<file path="src/hw/rtl/box_blur_band_threshold_defines.svh">
// Assertion macros for the box blur band threshold block.
// Used by the top level only; expects clk and arst_n in scope.
`ifndef BOX_BLUR_BAND_THRESHOLD_DEFINES_SVH
`define BOX_BLUR_BAND_THRESHOLD_DEFINES_SVH

// implication checked outside reset
`define BBT_ASSERT(lbl, prop, msg) \
	lbl: assert property (@(posedge clk) disable iff (!arst_n) prop) else $error(msg);

// check that also runs during reset
`define BBT_ASSERT_ALWAYS(lbl, prop, msg) \
	lbl: assert property (@(posedge clk) prop) else $error(msg);

`endif

</file>
<file path="src/hw/rtl/bbt_pkg.sv">
// Shared types, constants and helpers for the box blur band threshold block.
// No dependencies.
package bbt_pkg;

	localparam int MAX_WIDTH = 2048;
	localparam int COL_W     = $clog2(MAX_WIDTH);
	localparam int SUM_W     = 10;              // R+G+B, 0..765
	localparam int TOTAL_W   = 13;              // nine sums, up to 6885
	localparam int DIV_W     = 5;               // 3 * count, up to 27
	localparam int MEM_W     = 2 * SUM_W + 8;   // {above sum, centre sum, centre alpha}

	localparam logic [11:0] RST_WIDTH  = 12'd640;
	localparam logic [15:0] RST_HEIGHT = 16'd480;
	localparam logic [7:0]  RST_LOW    = 8'd127;
	localparam logic [7:0]  RST_HIGH   = 8'd178;
	localparam logic [7:0]  MASK_ON    = 8'hFF;
	localparam logic [7:0]  MASK_OFF   = 8'h00;

	typedef enum logic [2:0] {
		CFG_WIDTH  = 3'd0,
		CFG_HEIGHT = 3'd1,
		CFG_LOW    = 3'd2,
		CFG_HIGH   = 3'd3
	} cfg_idx_t;

	typedef enum logic [0:0] {
		REQ_PIXEL = 1'b0,
		REQ_FLUSH = 1'b1
	} req_t;

	typedef enum logic [1:0] {
		ST_IDLE,
		ST_RMW,
		ST_SUM,
		ST_CMP
	} st_t;

	typedef struct packed {
		logic       req_type;
		logic [7:0] red;
		logic [7:0] green;
		logic [7:0] blue;
		logic [7:0] alpha;
	} pix_t;

	typedef struct packed {
		logic [7:0] mask_value;
		logic [7:0] out_alpha;
		logic       frame_last;
	} res_t;

	typedef struct packed {
		logic             shift;
		logic             calc;
		logic [SUM_W-1:0] above;
		logic [SUM_W-1:0] centre;
		logic [SUM_W-1:0] sum;
		logic             top_ok;
		logic             bot_ok;
		logic             left_ok;
		logic             right_ok;
	} win_ctl_t;

	// divisor 3 * rows * columns of the in-frame part of the window
	function automatic logic [DIV_W-1:0] band_div(input logic [1:0] nrows,
		input logic [1:0] ncols);
		return DIV_W'(nrows * ncols * 3);
	endfunction

endpackage

</file>
<file path="src/hw/rtl/bbt_window.sv">
// 3x3 window of brightness sums with the border-masked total and divisor.
// Uses bbt_pkg (win_ctl_t, band_div).
module bbt_window (
	input  logic                        clk,
	input  logic                        arst_n,
	input  bbt_pkg::win_ctl_t           ctl,
	output logic [bbt_pkg::TOTAL_W-1:0] total,
	output logic [bbt_pkg::DIV_W-1:0]   divisor
);
	import bbt_pkg::*;

	// [row * 3 + slot], row 0 top, slot 2 newest
	logic [SUM_W-1:0]   win_q [9];
	logic [TOTAL_W-1:0] total_n;
	logic [TOTAL_W-1:0] total_q;
	logic [DIV_W-1:0]   div_q;
	logic [2:0]         row_ok;
	logic [2:0]         col_ok;
	logic [1:0]         nrows;
	logic [1:0]         ncols;

	assign row_ok = {ctl.bot_ok, 1'b1, ctl.top_ok};
	assign col_ok = {ctl.right_ok, 1'b1, ctl.left_ok};
	assign nrows  = 2'd1 + 2'(ctl.top_ok) + 2'(ctl.bot_ok);
	assign ncols  = 2'd1 + 2'(ctl.left_ok) + 2'(ctl.right_ok);

	always_comb begin
		total_n = '0;
		for (int r = 0; r < 3; r++) begin
			for (int k = 0; k < 3; k++) begin
				if (row_ok[r] && col_ok[k]) begin
					total_n = total_n + TOTAL_W'(win_q[r*3+k]);
				end
			end
		end
	end

	always_ff @(posedge clk or negedge arst_n) begin
		if (!arst_n) begin
			for (int i = 0; i < 9; i++) begin
				win_q[i] <= '0;
			end
		end else if (ctl.shift) begin
			for (int r = 0; r < 3; r++) begin
				win_q[r*3]   <= win_q[r*3+1];
				win_q[r*3+1] <= win_q[r*3+2];
			end
			win_q[2] <= ctl.above;
			win_q[5] <= ctl.centre;
			win_q[8] <= ctl.sum;
		end
	end

	always_ff @(posedge clk) begin
		if (ctl.calc) begin
			total_q <= total_n;
			div_q   <= band_div(nrows, ncols);
		end
	end

	assign total   = total_q;
	assign divisor = div_q;

endmodule

</file>
<file path="config.mk">
export PLATFORM = sky130hd
export DESIGN_NAME = bbt_window
export DESIGN_NICKNAME = d
export VERILOG_FILES = /design/src/hw/rtl/box_blur_band_threshold_defines.svh /design/src/hw/rtl/bbt_pkg.sv /design/src/hw/rtl/bbt_window.sv
export SDC_FILE = /design/constraint.sdc
export NUM_CORES = 1
export LEC_CHECK = 0
export CAP_MARGIN = 40
export CORE_MARGIN = 2
export CORE_UTILIZATION = 59
export DETAILED_ROUTE_END_ITERATION = 7
export DONT_BUFFER_PORTS = 1
export PLACE_DENSITY = 0.78
export RECOVER_POWER = 100
export SYNTH_ARGS = -nofsm -noshare
export SYNTH_HDL_FRONTEND = slang
export SYNTH_SLANG_ARGS = --single-unit
</file>
<file path="constraint.sdc">
create_clock -name clk -period 9.55 [get_ports clk]
set_input_delay 0.4775 -clock clk [delete_from_list [all_inputs] [get_ports clk]]
set_output_delay 0.4775 -clock clk [all_outputs]
set_load 0.03 [all_outputs]
</file>
=== After elaboration in Yosys (flattened, before gate mapping) ===
Index checks and enable logic that the tools add are counted.

* Register bits after elaboration: 108
* Memories kept: 0
* Bits of input ports: 38
* Memory bits (read-only): 0
* Latch bits: 0
* RAM bits: 0

* Order comparisons: 0
* Equal/unequal tests: 0
* Shifts and indexed selects: 0
* Muxes and demuxes: 8
* Bitwise operators: 0
* Multiply operators: 2
* Div/mod/pow operators: 0
* Add/subtract/negate cells: 12
* Reduce and logical (&&, ||, !) cells: 4

{| class="wikitable"
|+ Operator list
! cell !! number
|-
| $add A13 B10 Y13 || 7
|-
| $mux W13 || 6
|-
| $add A10 B10 Y11 || 1
|-
| $mux W11 || 1
|-
| $mux W10 || 1
|-
| $mul A4 B2 Y5 const B || 1
|-
| $add A1 B1 Y2 const A || 2
|-
| $add A2 B1 Y2 || 2
|-
| $logic_and A1 B1 Y1 || 4
|-
| $mul A2 B2 Y4 || 1
|}

=== Depth between registers and ports, before layout ===
Gate-level depths: netlist (run 1).

* Depth after elaboration: 17
* Depth in mapped cells: 53
* Depth with buffers taken out: 51

=== Worst setup path before layout (run 1) ===
OpenSTA, ideal clock, no wires.

* Path kind: input port to flip-flop
* From: in ctl[3] in the netlist's numbering
* To: reg total_q[12], in the netlist total[12] (data pin)
* Required time: 9.290 ns
* Path slack: -0.389 ns
* Data arrival time: 9.679 ns
* Setup time: 0.260 ns
* Stages on the path: 48
* Path through: clkbuf_1 clkbuf_1 and3_1 ha_1 inv_1 fa_1 and3b_1 mux2i_1 and2_1 xor2_1 nor2_1 ha_1 nand3_1 o21ai_1 xnor2_1 o21ai_0 ha_1 inv_1 (+12 left out) a31o_2 xor2_1 mux2_2 ha_1 xor2_1 mux2_2 ha_1 o21ai_0 a21oi_1 o21ai_0 o21a_1 ha_1 o211ai_1 a21o_1 nor3_1 o22ai_1 mux2i_1 xnor2_1

* Longest elaborated chain between the ends: 17

{| class="wikitable"
|+ RTL lines
! element !! RTL line !! text
|-
| start, declared || bbt_window.sv:6 || <nowiki>input bbt_pkg::win_ctl_t ctl,</nowiki>
|-
| $logic_and A1 B1 Y1 || bbt_window.sv:31 || <nowiki>if (row_ok[r] && col_ok[k]) begin</nowiki>
|-
| $mux W10 || bbt_window.sv:31 ||
|-
| $add A10 B10 Y11 || bbt_window.sv:32 || <nowiki>total_n = total_n + TOTAL_W'(win_q[r*3+k]);</nowiki>
|-
| $mux W11 || bbt_window.sv:31 ||
|-
| $add A13 B10 Y13 || bbt_window.sv:32 ||
|-
| $mux W13 (*) || bbt_window.sv:31 ||
|-
| $add A13 B10 Y13 || bbt_window.sv:32 ||
|-
| $mux W13 (*) || bbt_window.sv:31 ||
|-
| (+2 left out) || - ||
|-
| $mux W13 (*) || bbt_window.sv:31 ||
|-
| $add A13 B10 Y13 || bbt_window.sv:32 ||
|-
| $mux W13 (*) || bbt_window.sv:31 ||
|-
| $add A13 B10 Y13 || bbt_window.sv:32 ||
|-
| $mux W13 (*) || bbt_window.sv:31 ||
|-
| $add A13 B10 Y13 || bbt_window.sv:32 ||
|-
| $mux W13 (*) || bbt_window.sv:31 ||
|-
| via total_n[12] || bbt_window.sv:14 || <nowiki>logic [TOTAL_W-1:0] total_n;</nowiki>
|-
| end signal, assigned || bbt_window.sv:56 || <nowiki>total_q <= total_n;</nowiki>
|-
| end, declared || bbt_window.sv:15 || <nowiki>logic [TOTAL_W-1:0] total_q;</nowiki>
|}

Mark *: on every way through the listed nets, which the timed path passes. The rest lies on a longest branch.
A chain may end at the register's enable or synchronous reset.

=== Worst setup path in the final report (run 1) ===
* From: reg win_q[80] in the netlist's numbering
* To: reg total_q[11], in the netlist total[11] (data pin)

* Longest elaborated chain between the ends: 16

{| class="wikitable"
|+ RTL lines
! element !! RTL line !! text
|-
| start, declared || bbt_window.sv:13 || <nowiki>logic [SUM_W-1:0] win_q [9];</nowiki>
|-
| start signal, assigned by index || bbt_window.sv:45 || <nowiki>win_q[r*3] <= win_q[r*3+1];</nowiki>
|-
| start signal, assigned by index || bbt_window.sv:46 || <nowiki>win_q[r*3+1] <= win_q[r*3+2];</nowiki>
|-
| $mux W10 (*) || bbt_window.sv:31 ||
|-
| $add A10 B10 Y11 || bbt_window.sv:32 ||
|-
| $mux W11 (*) || bbt_window.sv:31 ||
|-
| $add A13 B10 Y13 || bbt_window.sv:32 ||
|-
| $mux W13 (*) || bbt_window.sv:31 ||
|-
| $add A13 B10 Y13 || bbt_window.sv:32 ||
|-
| $mux W13 (*) || bbt_window.sv:31 ||
|-
| $add A13 B10 Y13 (*) || bbt_window.sv:32 ||
|-
| $add A13 B10 Y13 || bbt_window.sv:32 ||
|-
| $mux W13 (*) || bbt_window.sv:31 ||
|-
| $add A13 B10 Y13 || bbt_window.sv:32 ||
|-
| $mux W13 (*) || bbt_window.sv:31 ||
|-
| $add A13 B10 Y13 || bbt_window.sv:32 ||
|-
| $mux W13 (*) || bbt_window.sv:31 ||
|-
| $add A13 B10 Y13 || bbt_window.sv:32 ||
|-
| $mux W13 (*) || bbt_window.sv:31 ||
|-
| via total_n[11] || bbt_window.sv:14 ||
|}

Marked as above.

==> key figures, run 1 <==
Route
  – Drt initial violations: 365
  – Wire length on met2: 8610 microns
  – DRC: 0
  – Total Wirelength: 18,100 microns
  – ANT nets after route: 0
  – Met3 routed WL: 689 microns
  – Routed WL per cell: 16.8 microns
  – Top sig layer: met4
  – Drt pass-1 iters: 5
  – Vias/cell: 5.99
  – Metal-1 WL: 8590 microns
  – Routed via count: 6,468

Finish
  – Ant. Diodes: 0
  – Fill count: 1,095
  – Most frequent cells in the layout: 93 x mux2_2, 90 x dfrtp_1, 78 x ha_1, 73 x nor2_1, 61 x nand2_1
  – Total Nets Final: 1,028
  – Layout area overhead: 9.60%
  – Share of cells above drive strength 1: 20.4%
  – Most common cell after layout, fill and taps aside: mux2_2
  – Finished Cell Area: 9360 sq um

Hold path
  – Hold endpoint: win_q[31]
  – Worst hold start: ctl[35]
  – Worst Hold Class: input pin to flip-flop
  – Hold path depth: 1

Synth
  – Avg Cell Area, Syn: 9.62 sq um
  – Ys flop type: dfrtp_1
  – Post-Synthesis Cell Area: 8540 sq um
  – Async SR Flop Fraction: 83.3%
  – Number of synthesized flops with an enable pin: 18
  – Syn. warnings: 0
  – Post-synthesis net count: 1,021
  – Sequential element share of the synthesized area: 32.7%
  – #FFs+latches synth: 108
  – Unique masters post-synth: 68
  – Mapped Cells: 887

STA
  – Slew HR: -227%
  – Fmax achieved: 0.109 GHz
  – Hold Vio Cnt, Final: 0
  – Slew @ Worst Pin: 4.90 ns
  – Final worst path period need: 9.17 ns
  – Final Max Slew Viols: 91
  – # setup viols final: 0
  – Final WS setup: 0.384 ns
  – Worst Skew: 0.0100 ns
  – Period utilisation layout: 96.0%

CTS
  – CTS clk-pin slew, worst paths: 0.07 ns
  – CTS H-tree lvls: 3
  – Total CTS buffers: 9
  – CTS tree: built
  – Clock sink total: 108
  – CTS root buf: clkbuf_16
  – Latest clock arrival within the worst-skew pair: 0.37 ns
  – Worst-case clock buffer depth: 2

Floorplanning
  – Core area: 14,000 sq um
  – Die Area: 15,400 sq um
  – Initial Utilization: 61.0%
  – Die span in y: 124 microns
  – DIE WIDTH: 124 microns
  – I/O pin total: 56
  – FP Rows: 43

Global routing
  – First-pass GRT wire length: 29,200 microns
  – Gr usage total: 22.8%
  – Vias in the first global route: 6,020
  – GR Overflow Total: 0
  – Initial antenna violation count: 0
  – Largest net degree at the start of global routing: 98

Pwr
  – LEAKAGE: 0.00415 uW
  – VDD IR-drop max: 0.000188 V
  – Pwr dens: 386 nW/um^2

Placement
  – IO buf count: 0
  – HPWL Detailed: 12,600 microns
  – Placer Congestion: 0.875
  – Worst slack, placed: -0.230 ns
  – Post-DP Area: 8700 sq um

Critical path
  – Reg2Reg Depth: 45
  – Slowest stage delay, CP: 0.43 ns
  – Worst EP required: 9.66 ns
  – Critical path arrival: 9.28 ns
  – Worst path slowest cell: or4_4
  – Worst-path fanout max: 5
  – R2r endpoint: total[11]
  – FF-to-FF setup slack: 0.38 ns
  – Setup crit start kind: flip-flop
  – Reg-to-Reg Start: win_q[80]
  – Setup crit end kind: flip-flop
  – Worst setup path category: flip-flop to flip-flop

Run status
  – Failing checks: capacitance limit, slew limit
  – Outcome: finished, violations left

Flow run
  – Max Cap Violations: 1
## cells by family (layout without fill, tap and decap cells)
family                     after synthesis  after routing  share of synthesized area [%]
AOI/OAI and AO/OA                      218            218                           16.4
xor gates and xnor gates                66             66                           7.04
buffers and inverters                   84             96                           3.71
adders and majority gates               96             96                           14.9
and+or+nand+nor                        209            209                           11.4
DFF                                    108            108                           32.7
muxes                                  106            106                           13.8
## registers in the layout, indices dropped and copies added, names as in the netlist
name	cells
total	13
win_q	90
divisor	5
## what timing repair did
item / CTS / global route
resized for setup: 2 / 47
hold buffers: 1 / 0
pin swaps: 1 / 34
hold endpoints to repair: 90 / 0
setup buffers: 0 / 17
endpoints found under the setup margin: 2 / 4
## power breakdown
part / switching [uW] / leakage [uW] / internal, uW
clock network: 180 / 0.000138 / 195
logic: 1310 / 0.00277 / 1210
registers: 121 / 0.00124 / 592
total: 1610 / 0.00415 / 2000
## metrics by stage
step / power [uW] / cells / utilization [%] / TNS, ns / hold slack, ns
finish: 3610 / 1079 / 66.9 / 0 / 0.209
global placement: 2850 / 1045 / 62.2 / 0 / 0.186
CTS: 3320 / 1062 / 64.6 / 0 / 0.0482
detailed placement: 2900 / 1045 / 62.2 / -0.334 / 0.185
global route: 3920 / 1079 / 66.9 / -0.193 / 0.205
floorplan: 2530 / 887 / - / 0 / 0.182
## synthesized netlist by cell type, drive strengths merged (3+ instances only)
| cell | n | area [sq um] |
|---|---|---|
| mux2i | 10 | 100 |
| ha | 87 | 1090 |
| mux2 | 96 | 1080 |
| dfrtp | 90 | 2250 |
| o21ai | 58 | 290 |
| xor2 | 25 | 219 |
| o31ai | 5 | 37.5 |
| a21oi | 62 | 314 |
| a211oi | 4 | 30.0 |
| and3 | 13 | 86.3 |
| o22ai | 3 | 18.8 |
| nand3 | 10 | 50.1 |
| o41ai | 3 | 26.3 |
| o21a | 11 | 82.6 |
| fa | 9 | 180 |
| or3 | 5 | 36.3 |
| edfxtp | 18 | 541 |
| a21o | 22 | 165 |
| a31oi | 4 | 25.0 |
| a41o | 3 | 30.0 |
| and2 | 5 | 33.8 |
| o21bai | 10 | 75.1 |
| a311oi | 5 | 50.0 |
| a21boi | 5 | 41.3 |
| xnor2 | 40 | 358 |
| nor3 | 11 | 55.1 |
| nand2b | 8 | 50.1 |
| nand2 | 61 | 229 |
| clkbuf | 22 | 82.6 |
| o211ai | 5 | 37.5 |
| nor2b | 11 | 68.8 |
| nor2 | 73 | 274 |
| buf | 5 | 20.0 |
| inv | 56 | 210 |
## worst max-delay path, delay by kind of cell, from the launching register on
kind            cells  cell delay [ns]
flops               1             0.34
fa+ha+maj           9             2.44
compound gates     16             2.48
simple gates        7             1.65
mux                 3             0.65
xor+xnor            7             0.99
buf+inv             3             0.35
## final cells by class
| class | instances | area, sq um | share of cell area [%] |
|---|---|---|---|
| inverters | 57 | 214 | 2.29 |
| clock buffers | 12 | 258 | 2.76 |
| clock inverters | 4 | 33.8 | 0.361 |
| multi-input cells | 695 | 5660 | 60.5 |
| flip-flops and latches | 108 | 2790 | 29.9 |
| repair buffers | 23 | 169 | 1.81 |
| well taps | 180 | 225 | 2.41 |
## worst max-delay path by stage
stage | from | end | slack, ns | cells past startpoint
floorplan | ctl[3] | total[12] | 0.004 | 48
global placement | ctl[1] | total[12] | 0.16 | 46
detailed placement | ctl[1] | total[12] | -0.23 | 46
CTS | win_q[80] | total[12] | 0.007 | 46
global route | win_q[80] | total[12] | -0.13 | 42
finish | win_q[80] | total[11] | 0.38 | 45
## per-layer routing
metal	global-route usage [%]	up-vias
li1	-	3198
met3	3.61	16
met5	0	-
met2	36.3	125
met1	32.4	3129
met4	6.81	0
Note: power is estimated with default switching activity, not from simulation.
==> run 2, diff against run 1 <==
- CORE_ASPECT_RATIO: not set -> 0.8
- CORE_UTILIZATION: 59 -> 25
- PLACE_DENSITY: 0.78 -> not set
==> key figures, run 2 (synthesis results as in run 1) <==
Placement
  – Placer Congestion: 0.807
  – Worst slack, placed: -0.218 ns
  – HPWL Detailed: 14,200 microns
  – IO buf count: 0

Finish
  – Largest register FFs: 90
  – Total Nets Final: 1,022
  – Reg area: 2790 sq um
  – Fin util: 28.7%
  – Share of cells above drive strength 1: 19.7%
  – Most common cell after layout, fill and taps aside: mux2_2
  – Reg with most FFs: win_q
  – Multi-input gate area: 5670 sq um
  – Fill count: 3,536
  – Most frequent cells in the layout: 94 x mux2_2, 90 x dfrtp_1, 79 x ha_1, 71 x nor2_1, 61 x nand2_1
  – Layout area overhead: 12.9%

Pwr
  – Flop pwr share: 20.0%
  – Comb pwr share: 69.6%
  – LEAKAGE: 0.00413 uW
  – Clk network pwr share: 10.4%
  – Net Switching: 1610 uW
  – Internal: 1990 uW
  – VDD IR-drop max: 0.000174 V
  – Pwr dens: 374 nW/um^2
  – Switching share of power: 44.8%

Route
  – Drt initial violations: 331
  – DRC: 0
  – Vias/cell: 4.80
  – ANT nets after route: 0
  – Routed WL per cell: 14.8 microns
  – Drt pass-1 iters: 5
  – Routed via count: 6,386
  – Total Wirelength: 19,700 microns

CTS
  – CTS H-tree lvls: 3
  – Worst-case clock buffer depth: 2
  – CTS root buf: clkbuf_16
  – Latest clock arrival within the worst-skew pair: 0.36 ns
  – Total CTS buffers: 9
  – CTS tree: built
  – Clock sink total: 108
  – CTS clk-pin slew, worst paths: 0.08 ns

Critical path
  – Worst setup path category: flip-flop to flip-flop
  – Worst-path fanout max: 5
  – Setup crit start kind: flip-flop
  – Worst EP required: 9.67 ns
  – Slowest stage delay, CP: 0.54 ns
  – Critical path arrival: 9.27 ns
  – Setup crit end kind: flip-flop
  – Most used cell along the critical path: ha_4
  – Worst path slowest cell: or4_4

Floorplanning
  – Initial Utilization: 25.4%
  – Die Area: 35,600 sq um
  – DIE WIDTH: 211 microns
  – Die span in y: 169 microns
  – I/O pin total: 56
  – Core area: 33,600 sq um
  – FP Rows: 60

Global routing
  – First-pass GRT wire length: 31,700 microns
  – Largest net degree at the start of global routing: 98
  – Gr usage total: 11.0%
  – Initial antenna violation count: 6
  – Vias in the first global route: 6,275
  – GR Overflow Total: 0

STA
  – Period utilisation layout: 95.8%
  – Final worst path period need: 9.15 ns
  – Fmax achieved: 0.109 GHz
  – Final WS setup: 0.401 ns
  – Slew HR: -229%
  – Worst Skew: 0.0110 ns
  – Slew @ Worst Pin: 4.94 ns
  – # setup viols final: 0
  – Hold Vio Cnt, Final: 0
  – Final Max Slew Viols: 91

Run status
  – Failing checks: capacitance limit, slew limit
  – Outcome: finished, violations left

Hold path
  – Worst Hold Class: input pin to flip-flop

Flow run
  – Max Cap Violations: 1
run 2: metal layers:
metal / wire length [microns] / global-route usage (%) / up-vias
li1: - / - / 3182
met1: 9840 / 14.7 / 3096
met2: 8740 / 17.6 / 82
met3: 825 / 2.98 / 20
met4: 218 / 2.79 / 6
met5: 41 / 0 / -
run 2: worst max-delay path, delay by kind of cell, from the launching register on:
kind,cells,cell delay [ns]
DFF,1,0.35
muxes,3,0.55
xor gates and xnor gates,7,0.87
and+or+nand+nor,12,2.11
adders and majority gates,9,2.52
AOI/OAI and AO/OA,14,2.03
buffers and inverters,4,0.47
run 2: layout make-up:
type                       count  share of cell area, %
sequential                   108                   29.0
inverter                      57                   2.22
multi-input combinational    695                   58.8
antenna                        3                 0.0779
timing repair buffer          17                   1.29
clock inverter                 6                  0.480
tap                          434                   5.63
clock buffer                  10                   2.48
run 2: repair_timing:
action,CTS,global route
gates resized for setup,3,45
hold buffers,1,0
buffers inserted,2,10
pin swaps,3,19
endpoints found under the hold margin,90,0
endpoints found under the setup margin,1,4
run 2: metrics by stage:
step                      power, uW  setup TNS, ns  std cells  instance area (sq um)  hold WS (ns)
after floorplan                2530              0        887                   8550         0.182
after global placement         2890              0       1298                   9010         0.187
after detailed placement       2930         -0.276       1298                   9010         0.187
after CTS                      3380              0       1317                   9360        0.0450
after global routing           3950         -0.133       1327                   9630         0.212
final                          3600              0       1330                   9640         0.229
run 2: power by group through the flow:
stage	registers [uW]	logic, uW	clock network, uW
after floorplan	699	1830	0
after global placement	730	2160	0
after detailed placement	729	2210	0
after CTS	722	2280	387
after global routing	733	2810	406
final	720	2510	375
run 2: worst paths after layout:
check	end	slack, ns	from	cells after the start
worst max-delay path	total[12]	0.40	win_q[80]	49
worst min-delay path	divisor[1]	0.23	ctl[34]	0
worst max register to register	total[12]	0.40	win_q[80]	49
worst min register to register	win_q[83]	0.51	win_q[83]	1
max in group asynchronous	win_q[45]	4.89	arst_n	1
min in group asynchronous	win_q[68]	1.88	arst_n	1
